===== src/wsfp_pkg.sv =====
`default_nettype none
package wsfp_pkg;

  localparam int unsigned LEN_W = 24;

  localparam logic [3:0] OP_CLOSE = 4'h8;

  localparam logic [6:0] LEN7_EXT16 = 7'd126;
  localparam logic [6:0] LEN7_EXT64 = 7'd127;

  localparam logic [3:0] EXT16_BYTES = 4'd2;
  localparam logic [3:0] EXT64_BYTES = 4'd8;

  localparam logic [LEN_W-1:0] MAX_PAYLOAD_RESET = 24'd1048576;

  localparam logic [1:0] EV_NONE  = 2'd0;
  localparam logic [1:0] EV_CLOSE = 2'd1;
  localparam logic [1:0] EV_LEN   = 2'd2;

  typedef struct packed {
    logic [7:0] out_byte;
    logic [3:0] frame_opcode;
    logic       has_byte;
    logic       frame_end;
    logic [1:0] event_res;
  } res_t;

endpackage
`default_nettype wire


===== src/wsfp_core.sv =====
`default_nettype none
module wsfp_core (
  input  wire logic                         clk,
  input  wire logic                         rst,
  input  wire logic                         accept,
  input  wire logic [7:0]                   rx_byte,
  input  wire logic [wsfp_pkg::LEN_W-1:0]   max_payload,
  output logic                              res_valid,
  output wsfp_pkg::res_t                    res
);

  typedef enum logic [2:0] {
    PH_HDR0,
    PH_HDR1,
    PH_EXTLEN,
    PH_MASK,
    PH_PAYLOAD,
    PH_STOPPED
  } phase_t;

  phase_t                      phase, phase_next;
  logic [3:0]                  cur_opcode, cur_opcode_next;
  logic                        mask_on, mask_on_next;
  logic [3:0]                  ext_len_left, ext_len_left_next;
  logic [wsfp_pkg::LEN_W-1:0]  len_low, len_low_next;
  logic                        len_hi, len_hi_next;
  logic [wsfp_pkg::LEN_W-1:0]  payload_left, payload_left_next;
  logic [31:0]                 mask_key, mask_key_next;
  logic [1:0]                  key_index, key_index_next;

  logic                        do_len;
  logic                        do_begin;
  logic [wsfp_pkg::LEN_W-1:0]  chk_low;
  logic                        chk_hi;
  logic [wsfp_pkg::LEN_W-1:0]  bp_left;
  logic [7:0]                  kb;
  logic [wsfp_pkg::LEN_W-1:0]  left_dec;

  always_comb begin
    phase_next        = phase;
    cur_opcode_next   = cur_opcode;
    mask_on_next      = mask_on;
    ext_len_left_next = ext_len_left;
    len_low_next      = len_low;
    len_hi_next       = len_hi;
    payload_left_next = payload_left;
    mask_key_next     = mask_key;
    key_index_next    = key_index;
    do_len            = 1'b0;
    do_begin          = 1'b0;
    chk_low           = len_low;
    chk_hi            = len_hi;
    bp_left           = payload_left;
    kb                = 8'd0;
    left_dec          = payload_left - 1'b1;
    res_valid         = 1'b0;
    res.out_byte      = 8'd0;
    res.frame_opcode  = cur_opcode;
    res.has_byte      = 1'b0;
    res.frame_end     = 1'b0;
    res.event_res     = wsfp_pkg::EV_NONE;

    unique case (phase)
      PH_HDR0: begin
        cur_opcode_next = rx_byte[3:0];
        phase_next      = PH_HDR1;
      end
      PH_HDR1: begin
        mask_on_next = rx_byte[7];
        len_hi_next  = 1'b0;
        len_low_next = '0;
        if (rx_byte[6:0] == wsfp_pkg::LEN7_EXT16) begin
          ext_len_left_next = wsfp_pkg::EXT16_BYTES;
          phase_next        = PH_EXTLEN;
        end else if (rx_byte[6:0] == wsfp_pkg::LEN7_EXT64) begin
          ext_len_left_next = wsfp_pkg::EXT64_BYTES;
          phase_next        = PH_EXTLEN;
        end else begin
          chk_low = {{(wsfp_pkg::LEN_W-7){1'b0}}, rx_byte[6:0]};
          chk_hi  = 1'b0;
          do_len  = 1'b1;
        end
      end
      PH_EXTLEN: begin
        len_hi_next       = len_hi | (|len_low[wsfp_pkg::LEN_W-1:wsfp_pkg::LEN_W-8]);
        len_low_next      = {len_low[wsfp_pkg::LEN_W-9:0], rx_byte};
        ext_len_left_next = ext_len_left - 4'd1;
        chk_low           = len_low_next;
        chk_hi            = len_hi_next;
        do_len            = (ext_len_left == 4'd1);
      end
      PH_MASK: begin
        mask_key_next = {mask_key[23:0], rx_byte};
        if (key_index == 2'd3) begin
          do_begin = 1'b1;
        end else begin
          key_index_next = key_index + 2'd1;
        end
      end
      PH_PAYLOAD: begin
        if (mask_on) begin
          unique case (key_index)
            2'd0: kb = mask_key[31:24];
            2'd1: kb = mask_key[23:16];
            2'd2: kb = mask_key[15:8];
            2'd3: kb = mask_key[7:0];
            default: kb = 8'd0;
          endcase
        end
        key_index_next    = key_index + 2'd1;
        payload_left_next = left_dec;
        res_valid         = 1'b1;
        res.out_byte      = rx_byte ^ kb;
        res.has_byte      = 1'b1;
        if (left_dec == '0) begin
          res.frame_end = 1'b1;
          if (cur_opcode == wsfp_pkg::OP_CLOSE) begin
            res.event_res = wsfp_pkg::EV_CLOSE;
            phase_next    = PH_STOPPED;
          end else begin
            phase_next = PH_HDR0;
          end
        end
      end
      default: begin
        phase_next = phase;
      end
    endcase

    // length check, then mask key or payload start
    if (do_len) begin
      if (chk_hi || (chk_low > max_payload)) begin
        phase_next    = PH_STOPPED;
        res_valid     = 1'b1;
        res.event_res = wsfp_pkg::EV_LEN;
      end else begin
        payload_left_next = chk_low;
        bp_left           = chk_low;
        if (mask_on_next) begin
          mask_key_next  = '0;
          key_index_next = 2'd0;
          phase_next     = PH_MASK;
        end else begin
          do_begin = 1'b1;
        end
      end
    end

    if (do_begin) begin
      key_index_next = 2'd0;
      if (bp_left == '0) begin
        res_valid     = 1'b1;
        res.frame_end = 1'b1;
        if (cur_opcode == wsfp_pkg::OP_CLOSE) begin
          res.event_res = wsfp_pkg::EV_CLOSE;
          phase_next    = PH_STOPPED;
        end else begin
          phase_next = PH_HDR0;
        end
      end else begin
        phase_next = PH_PAYLOAD;
      end
    end
  end

  always_ff @(posedge clk) begin
    if (rst) begin
      phase        <= PH_HDR0;
      cur_opcode   <= '0;
      mask_on      <= 1'b0;
      ext_len_left <= '0;
      len_low      <= '0;
      len_hi       <= 1'b0;
      payload_left <= '0;
      mask_key     <= '0;
      key_index    <= '0;
    end else if (accept) begin
      phase        <= phase_next;
      cur_opcode   <= cur_opcode_next;
      mask_on      <= mask_on_next;
      ext_len_left <= ext_len_left_next;
      len_low      <= len_low_next;
      len_hi       <= len_hi_next;
      payload_left <= payload_left_next;
      mask_key     <= mask_key_next;
      key_index    <= key_index_next;
    end
  end

endmodule
`default_nettype wire


===== src/websocket_frame_parser_unit.sv =====
// websocket frame parser: takes the received stream one byte per transfer
// on the input channel (in_valid / in_stall, rx_byte) and gives at most one
// result per byte on the output channel (out_valid / out_stall): an unmasked
// payload byte with the frame opcode, an empty-frame marker, or an event.
// header, extended length and mask key bytes give no result, but the byte
// that ends a header may give an empty-frame marker or a length error.
// throughput: one byte per cycle while in_stall is low, set by the
// combinational header and unmask update of the parser state registers.
// a result that waits under out_stall stays in the output register; one more
// result goes to a skid register, and in_stall rises only while that skid
// register is full, so bytes that give no result still flow meanwhile.
// cfg_wr_en / cfg_wr_data write max_payload; write it only while idle.
// after a close frame completes or a length error, the parser drops every
// byte without result until reset.
// rst (synchronous) empties both registers, returns the parser to the first
// header byte and sets max_payload to 1048576.
`default_nettype none
module websocket_frame_parser_unit (
  input  wire logic                        clk,
  input  wire logic                        rst,
  input  wire logic                        in_valid,
  output logic                             in_stall,
  input  wire logic [7:0]                  rx_byte,
  output logic                             out_valid,
  input  wire logic                        out_stall,
  output logic [7:0]                       out_byte,
  output logic [3:0]                       frame_opcode,
  output logic                             has_byte,
  output logic                             frame_end,
  output logic [1:0]                       event_res,
  input  wire logic                        cfg_wr_en,
  input  wire logic [wsfp_pkg::LEN_W-1:0]  cfg_wr_data
);

  logic [wsfp_pkg::LEN_W-1:0] max_payload;
  logic                       in_take;
  logic                       out_take;
  logic                       res_valid;
  wsfp_pkg::res_t             res;
  wsfp_pkg::res_t             out_reg;
  wsfp_pkg::res_t             skid_reg;
  logic                       skid_valid;

  assign in_stall = skid_valid;
  assign in_take  = in_valid && !skid_valid;
  assign out_take = out_valid && !out_stall;

  wsfp_core u_core (
    .clk         (clk),
    .rst         (rst),
    .accept      (in_take),
    .rx_byte     (rx_byte),
    .max_payload (max_payload),
    .res_valid   (res_valid),
    .res         (res)
  );

  always_ff @(posedge clk) begin
    if (rst) begin
      max_payload <= wsfp_pkg::MAX_PAYLOAD_RESET;
    end else if (cfg_wr_en) begin
      max_payload <= cfg_wr_data;
    end
  end

  always_ff @(posedge clk) begin
    if (rst) begin
      out_valid  <= 1'b0;
      skid_valid <= 1'b0;
    end else begin
      if (skid_valid) begin
        if (out_take || !out_valid) begin
          out_reg    <= skid_reg;
          out_valid  <= 1'b1;
          skid_valid <= 1'b0;
        end
      end else if (in_take && res_valid) begin
        if (out_take || !out_valid) begin
          out_reg   <= res;
          out_valid <= 1'b1;
        end else begin
          skid_reg   <= res;
          skid_valid <= 1'b1;
        end
      end else if (out_take) begin
        out_valid <= 1'b0;
      end
    end
  end

  assign out_byte     = out_reg.out_byte;
  assign frame_opcode = out_reg.frame_opcode;
  assign has_byte     = out_reg.has_byte;
  assign frame_end    = out_reg.frame_end;
  assign event_res    = out_reg.event_res;

  a_skid_needs_out: assert property (@(posedge clk) disable iff (rst)
    skid_valid |-> out_valid)
    else $error("skid register full while output register empty");

  a_skid_after_stall: assert property (@(posedge clk) disable iff (rst)
    $rose(skid_valid) |-> $past(out_valid && out_stall))
    else $error("skid register filled without a stalled output");

  a_empty_byte_zero: assert property (@(posedge clk) disable iff (rst)
    (out_valid && !has_byte) |-> (out_byte == 8'd0))
    else $error("nonzero byte on a result without data");

  a_len_err_no_end: assert property (@(posedge clk) disable iff (rst)
    (out_valid && event_res == wsfp_pkg::EV_LEN) |-> (!frame_end && !has_byte))
    else $error("length error result marked as frame data");

endmodule
`default_nettype wire


===== config.mk =====
export PLATFORM = sky130hd
export DESIGN_NAME = websocket_frame_parser_unit
export DESIGN_NICKNAME = d
export VERILOG_FILES = /design/src/wsfp_pkg.sv /design/src/wsfp_core.sv /design/src/websocket_frame_parser_unit.sv
export SDC_FILE = /design/constraint.sdc
export NUM_CORES = 1
export LEC_CHECK = 0
export ABC_AREA = 1
export BUFFER_PORTS_ARGS = -buffer_cell sky130_fd_sc_hd__buf_2
export CORE_ASPECT_RATIO = 0.8
export CORE_MARGIN = 2
export CORE_UTILIZATION = 60
export DETAILED_ROUTE_END_ITERATION = 16
export HOLD_SLACK_MARGIN = 0.05
export PLACE_DENSITY = 0.79
export SLEW_MARGIN = 40
export SYNTH_ARGS = -nofsm -noshare
export SYNTH_HDL_FRONTEND = slang
export SYNTH_SLANG_ARGS = --single-unit
export TNS_END_PERCENT = 50

===== constraint.sdc =====
create_clock -name clk -period 5.6 [get_ports clk]
set_clock_uncertainty 0.1 [all_clocks]
set_input_delay 0.84 -clock clk [delete_from_list [all_inputs] [get_ports clk]]
set_output_delay 0.84 -clock clk [all_outputs]
set_load 0.01 [all_outputs]

==> Word-level counts from Yosys, hierarchy flattened <==
Cells that the tools add are included.
{ "word_totals": {"word_cells": 137, "ff_bits": 153, "romBits": 0, "in_bits": 37, "memories": 0, "ramBits": 0, "latch_bits": 0} }
{ "classes": {"mul": 0, "n_reduce_logical": 21, "mux": 73, "eq_ne": 12, "bitwise": 5, "shifts": 0, "div": 0, "addsub": 3, "magnitude_cmp": 1} }
{ "ops": {"columns": ["op", "n"], "rows": [
  ["$mux 24", 7],
  ["$mux 32", 4],
  ["$pmux 24 s2", 2],
  ["$mux 16", 4],
  ["$logic_not 24->1", 2],
  ["$mux 3", 12],
  ["$pmux 8 s4", 1],
  ["$gt 24x24->1", 1],
  ["$mux 8", 3],
  ["$sub 24x1->24 const B", 1],
  ["$mux 1", 23],
  ["$mux 2", 8],
  ["$eq 7x7->1 const B", 2],
  ["$mux 4", 3],
  ["$pmux 3 s3", 1],
  ["$pmux 4 s2", 1],
  ["$reduce_or 8->1", 1],
  ["$xor 8x8->8", 1],
  ["$eq 3x2->1 const B", 2],
  ["$pmux 1 s2", 3],
  ["$reduce_and 3->1", 2],
  ["$eq 2x2->1 const B", 2],
  ["$eq 4x1->1 const B", 1],
  ["$eq 4x4->1 const B", 1],
  ["other kinds (18)", 27]
]} }

==> Logic depth before layout (Yosys ltp) <==
{ "depth": {"ltp_word": 14, "mapped_depth": 33, "mapped_depth_nobuf": 31} }

==> Modules after synthesis <==
From an unflattened synthesis, not the netlist that was laid out.
{ "unflattened": {"hier_cells": 1355, "hier_area_um2": 9187.6} }
{ "by_module_without_submodules": {"columns": ["module", "cells_per_inst", "seq_area_each_um2", "instances", "area_each_um2"], "rows": [
  ["wsfp_core", 1154, 1901.8, 1, 7119.3],
  ["websocket_frame_parser_unit", 201, 1481.4, 1, 2068.2]
]} }

==> Worst setup path before layout <==
OpenSTA, ideal clock, no wires.
{ "synth_timing": {"path_type": "input port to flip-flop", "start": "input rx_byte[1]", "end": "register skid_reg[0] in the netlist's numbering (enable)", "arrival_ps": 3829, "t_required_ps": 5112, "setup_slack_ps": 1283, "cell_stages": 27, "path_cell_list": "inv_2 > nor2_2 > nand2_2 > nand2_4 > nand2_4 > buf_6 > o22ai_1 > inv_1 > ha_1 > a21oi_1 > nor2_1 > nor2_1 > nand2_1 > nand2_1 > nand3_1 > nand2_2 > nand3_2 > buf_6 > nand2_1 > nand2_1 > nor2_1 > nand2_1 > nor2_2 > nand2_2 > nand2_2 > nand2_2 > nor2_1"} }
{ "synth_via": {"elab_chain_len": 13} }
{ "synth_lines": {"columns": ["element", "line_no", "rtl"], "rows": [
  ["from (decl)", "websocket_frame_parser_unit.sv:23", "input wire logic [7:0] rx_byte,"],
  ["$eq 7x7->1", "wsfp_core.sv:75", "end else if (rx_byte[6:0] == wsfp_pkg::LEN7_EXT64) begin"],
  ["$mux 24", "wsfp_core.sv:75", null],
  ["$mux 24", "wsfp_core.sv:72", "if (rx_byte[6:0] == wsfp_pkg::LEN7_EXT16) begin"],
  ["$pmux 24 s2", "wsfp_core.sv:63", "unique case (phase)"],
  ["$gt 24x24->1", "wsfp_core.sv:132", "if (chk_hi || (chk_low > max_payload)) begin"],
  ["$logic_or 1x1->1", "wsfp_core.sv:132", null],
  ["$mux 24", "wsfp_core.sv:132", null],
  ["$mux 24", "wsfp_core.sv:131", "if (do_len) begin"],
  ["$logic_not 24->1", "wsfp_core.sv:151", "if (bp_left == '0) begin"],
  ["$mux 1", "wsfp_core.sv:151", null],
  ["$mux 1 *", "wsfp_core.sv:149", "if (do_begin) begin"],
  ["$logic_and 1x1->1 *", "websocket_frame_parser_unit.sv:77", "end else if (in_take && res_valid) begin"],
  ["$reduce_and 4->1 (no source line) *", null, null],
  ["to (signal assigned)", "websocket_frame_parser_unit.sv:82", "skid_reg <= res;"],
  ["to (decl)", "websocket_frame_parser_unit.sv:41", "wsfp_pkg::res_t skid_reg;"]
]} }
Mark *: on every way between the ends. The rest lies on a longest branch, timed or not.
A chain may end at the register's enable or synchronous reset.

==> Worst setup path in the final report <==
{ "layout_timing": {"start": "input rx_byte[3]", "end": "register out_reg (netlist bit has_byte) (enable)"} }
{ "layout_via": {"elab_chain_len": 14} }
{ "layout_lines": {"columns": ["element", "line_no", "rtl"], "rows": [
  ["$eq 7x7->1", "wsfp_core.sv:75", null],
  ["$mux 24", "wsfp_core.sv:75", null],
  ["$mux 24", "wsfp_core.sv:72", null],
  ["$pmux 24 s2", "wsfp_core.sv:63", null],
  ["$gt 24x24->1", "wsfp_core.sv:132", null],
  ["$logic_or 1x1->1", "wsfp_core.sv:132", null],
  ["$mux 24", "wsfp_core.sv:132", null],
  ["$mux 24", "wsfp_core.sv:131", null],
  ["$logic_not 24->1", "wsfp_core.sv:151", null],
  ["$mux 1", "wsfp_core.sv:151", null],
  ["$mux 1 *", "wsfp_core.sv:149", null],
  ["$logic_and 1x1->1 *", "websocket_frame_parser_unit.sv:77", null],
  ["$reduce_bool 2->1 (no source line) *", null, null],
  ["$reduce_and 3->1 (no source line) *", null, null],
  ["to (signal assigned)", "websocket_frame_parser_unit.sv:73", "out_reg <= skid_reg;"],
  ["to (signal assigned)", "websocket_frame_parser_unit.sv:79", "out_reg <= res;"],
  ["to (decl)", "websocket_frame_parser_unit.sv:40", "wsfp_pkg::res_t out_reg;"]
]} }
Marks and branches as above.

==> results.cfg <==
[outcome]
status = completed

[clocking]
worstSkewPairLatency_ns = 0.44
ctsLongestPathBuffers = 2
cts-root-buf = clkbuf_16
hold_buffers = 0
cts_resized = 0
h-tree-depth = 4
cts_tree = yes
cts_setup_buffers = 0
path_clk_slew_ns = 0.07
clock-sinks = 153
cts_made_buffers = 17

[yosys]
ys_async_sr_fraction_pct = 0
synthCells = 1281
synthDistinctLibCells = 43
ys_ff_latch = 153
synth_edf_count = 32
synthTopCellsByCount = nand2_1 (242), inv_1 (166), o21ai_0 (136)
ys.flop_type = dfxtp_1
syn-num-nets = 1351
synth.avg_cell_area_um2 = 7.01
syn_area_mm2 = 0.00898
synth_top_area_cell = dfxtp_1
ys_seq_area_share_pct = 37.7
synth_top_area_share_pct = 27.0
synth_warnings = 0
synth_most_common_cell = nand2_1
synth_area_leaders = dfxtp_1 (27%), edfxtp_1 (11%), nand2_1 (10%), o21ai_0 (7.6%), inv_1 (6.9%)

[sta]
setup-tns-final_ns = 0
rsz0062_at_grt = no
fin_crit_ns = 4.65
clock.fmax_mhz = 215
max_slew_margin_pct = 45.1
period_share_pct = 83.0
slew_violations = 0
worstMarginPinSlew_ns = 0.822
hold_viol = 0
final-setup-viol-count = 0

[global_routing]
grt-ovfl-total = 0
grt_max_degree = 82
grt_pass1_vias = 7669
grt_usage_pct = 33.4
antenna_found_initial = 1
grt_pass1_wl_um = 41600

[detailed_routing]
vias_per_cell = 5.91
drtPass1Iterations = 5
drc = 0
dr_total_vias = 8830
wl_um = 26000
ant_nets = 0
wire_per_inst_um = 17.4
drt_iter0_drc = 1059

[floorplanning]
die-height_um = 113
dieArea_mm2 = 0.0160
die_w_um = 141
io_pins = 55
num_rows = 39
core_mm2 = 0.0144
start_util_pct = 62.2

[critical_path]
worstPathArrival_ns = 4.67
endpoint_kind = flip-flop
critPathBufInv = 3
start_kind = input pin
crit_required_ns = 5.62
crit_top_cell = nand2_1
critPathKind = input pin to flip-flop
crit_family = simple AND/OR/NAND/NOR gates
slowest_stage = o21ai_0
cp_max_fo = 21
max_stage_delay_ns = 0.37

[layout]
drive_gt1_share_pct = 11.6
area_delta_synth_final_pct = 10.0
finish.instance_area_mm2 = 0.00989
largest_register = u_core.mask_key
largest_reg_flops = 32
fin_cells = 1495
fin_nets = 1367
fill_cells = 1239

[worst_hold_path]
min_path_type = flip-flop to flip-flop

[place]
place_hpwl_um = 18500
gp_congestion = 0.970
dp_cells = 1462
numPortBuffers = 54
placed_cell_area_mm2 = 0.00927

[run]
maxCapViolations = 0

[power]
swShare_pct = 30.8
clkPwrFrac_pct = 40.6
intPower_mw = 2.07
max-vdd-ir-drop_uv = 258
p_leak_nw = 4.28
power_density_mw_per_mm2 = 302
power.total_mw = 2.99
seqPwrFrac_pct = 41.1
switchingPower_mw = 0.920
p_comb_share_pct = 18.3
final timing paths:
kind	start	to	slack, ns	cells after the start
worst min-delay path	u_core.cur_opcode[3]	skid_reg[7]	0.33	0
worst min register to register	u_core.cur_opcode[3]	skid_reg[7]	0.33	0
worst max-delay path	rx_byte[3]	has_byte	0.95	30
worst max register to register	u_core.phase[1]	has_byte	1.07	26
logic make-up after synthesis:
logic type | synth area share (%)
AO/OA/AOI/OAI | 22.7
XOR/XNOR | 1.27
adder cells (fa/ha/maj) | 4.60
buffers and inverters | 10.8
flip-flops | 37.7
AND/OR/NAND/NOR | 23.0
layout make-up:
cell class | instances | area (µm²) | share of cell area, %
multi-input combinational | 883 | 4640 | 46.9
sequential | 153 | 3380 | 34.2
inverter | 178 | 672 | 6.80
clock buffer | 17 | 425 | 4.30
timing repair buffer | 64 | 348 | 3.52
tap | 184 | 230 | 2.33
clock inverter | 15 | 188 | 1.90
antenna | 1 | 2.50 | 0.0253
through the flow:
stage / hold WS, ns / util (%) / setup slack, ns
after global routing: 0.334 / 68.4 / 0.598
after detailed placement: 0.313 / 64.2 / 0.667
after floorplan: 0.308 / - / 1.28
after global placement: 0.312 / 64.2 / 0.789
after CTS: 0.329 / 68.4 / 1.08
final: 0.331 / 68.4 / 0.951
power groups by stage:
stage               sequential, mW  combinational [mW]  clock (mW)
global route                  1.23               0.613        1.27
floorplan                     1.23               0.408           0
finish                        1.23               0.546        1.21
CTS                           1.22               0.531        1.22
detailed placement            1.25               0.525           0
global placement              1.25               0.518           0
routing by layer:
layer	global-route usage [%]	share of wire, %
met1	50.3	46
met2	47.3	41
met3	8.90	11
met4	9.00	1.7
met5	0	0
worst reg2reg max path, cell delays in order, from the launching register on:
cell and delay, ns:
dfxtp_1 0.47, nand3_4 0.32, nand2_1 0.23, inv_1 0.12
o22ai_1 0.23, inv_1 0.08, ha_1 0.30, a21oi_1 0.17
nor2_1 0.06, nor2_1 0.09, nand2_1 0.07, nand2_1 0.06
nand3_1 0.07, nand2_2 0.24, nand3_2 0.33, nand2_1 0.14
nand2_1 0.12, nor2_1 0.11, nand2_1 0.07, nor2_2 0.11
nand2_2 0.10, nand2_2 0.08, nand2_2 0.07, nand2_2 0.09
nand2_2 0.07, nor2_2 0.10, buf_4 0.23
layout by cell type, fill, tap and decap left out, types with 16 or more instances in the layout:
cell type | Yosys | routed
nand3_1 | 57 | 57
inv_1 | 166 | 164
nand4_1 | 16 | 16
dfxtp_1 | 121 | 121
o21ai_0 | 136 | 136
or2_2 | 22 | 22
clkbuf_16 | 0 | 17
o211ai_1 | 63 | 63
edfxtp_1 | 32 | 32
a21oi_1 | 117 | 117
ha_1 | 33 | 33
nor2_1 | 112 | 111
buf_2 | 6 | 53
nand2_1 | 242 | 242
(Power assumes the default switching activity.)
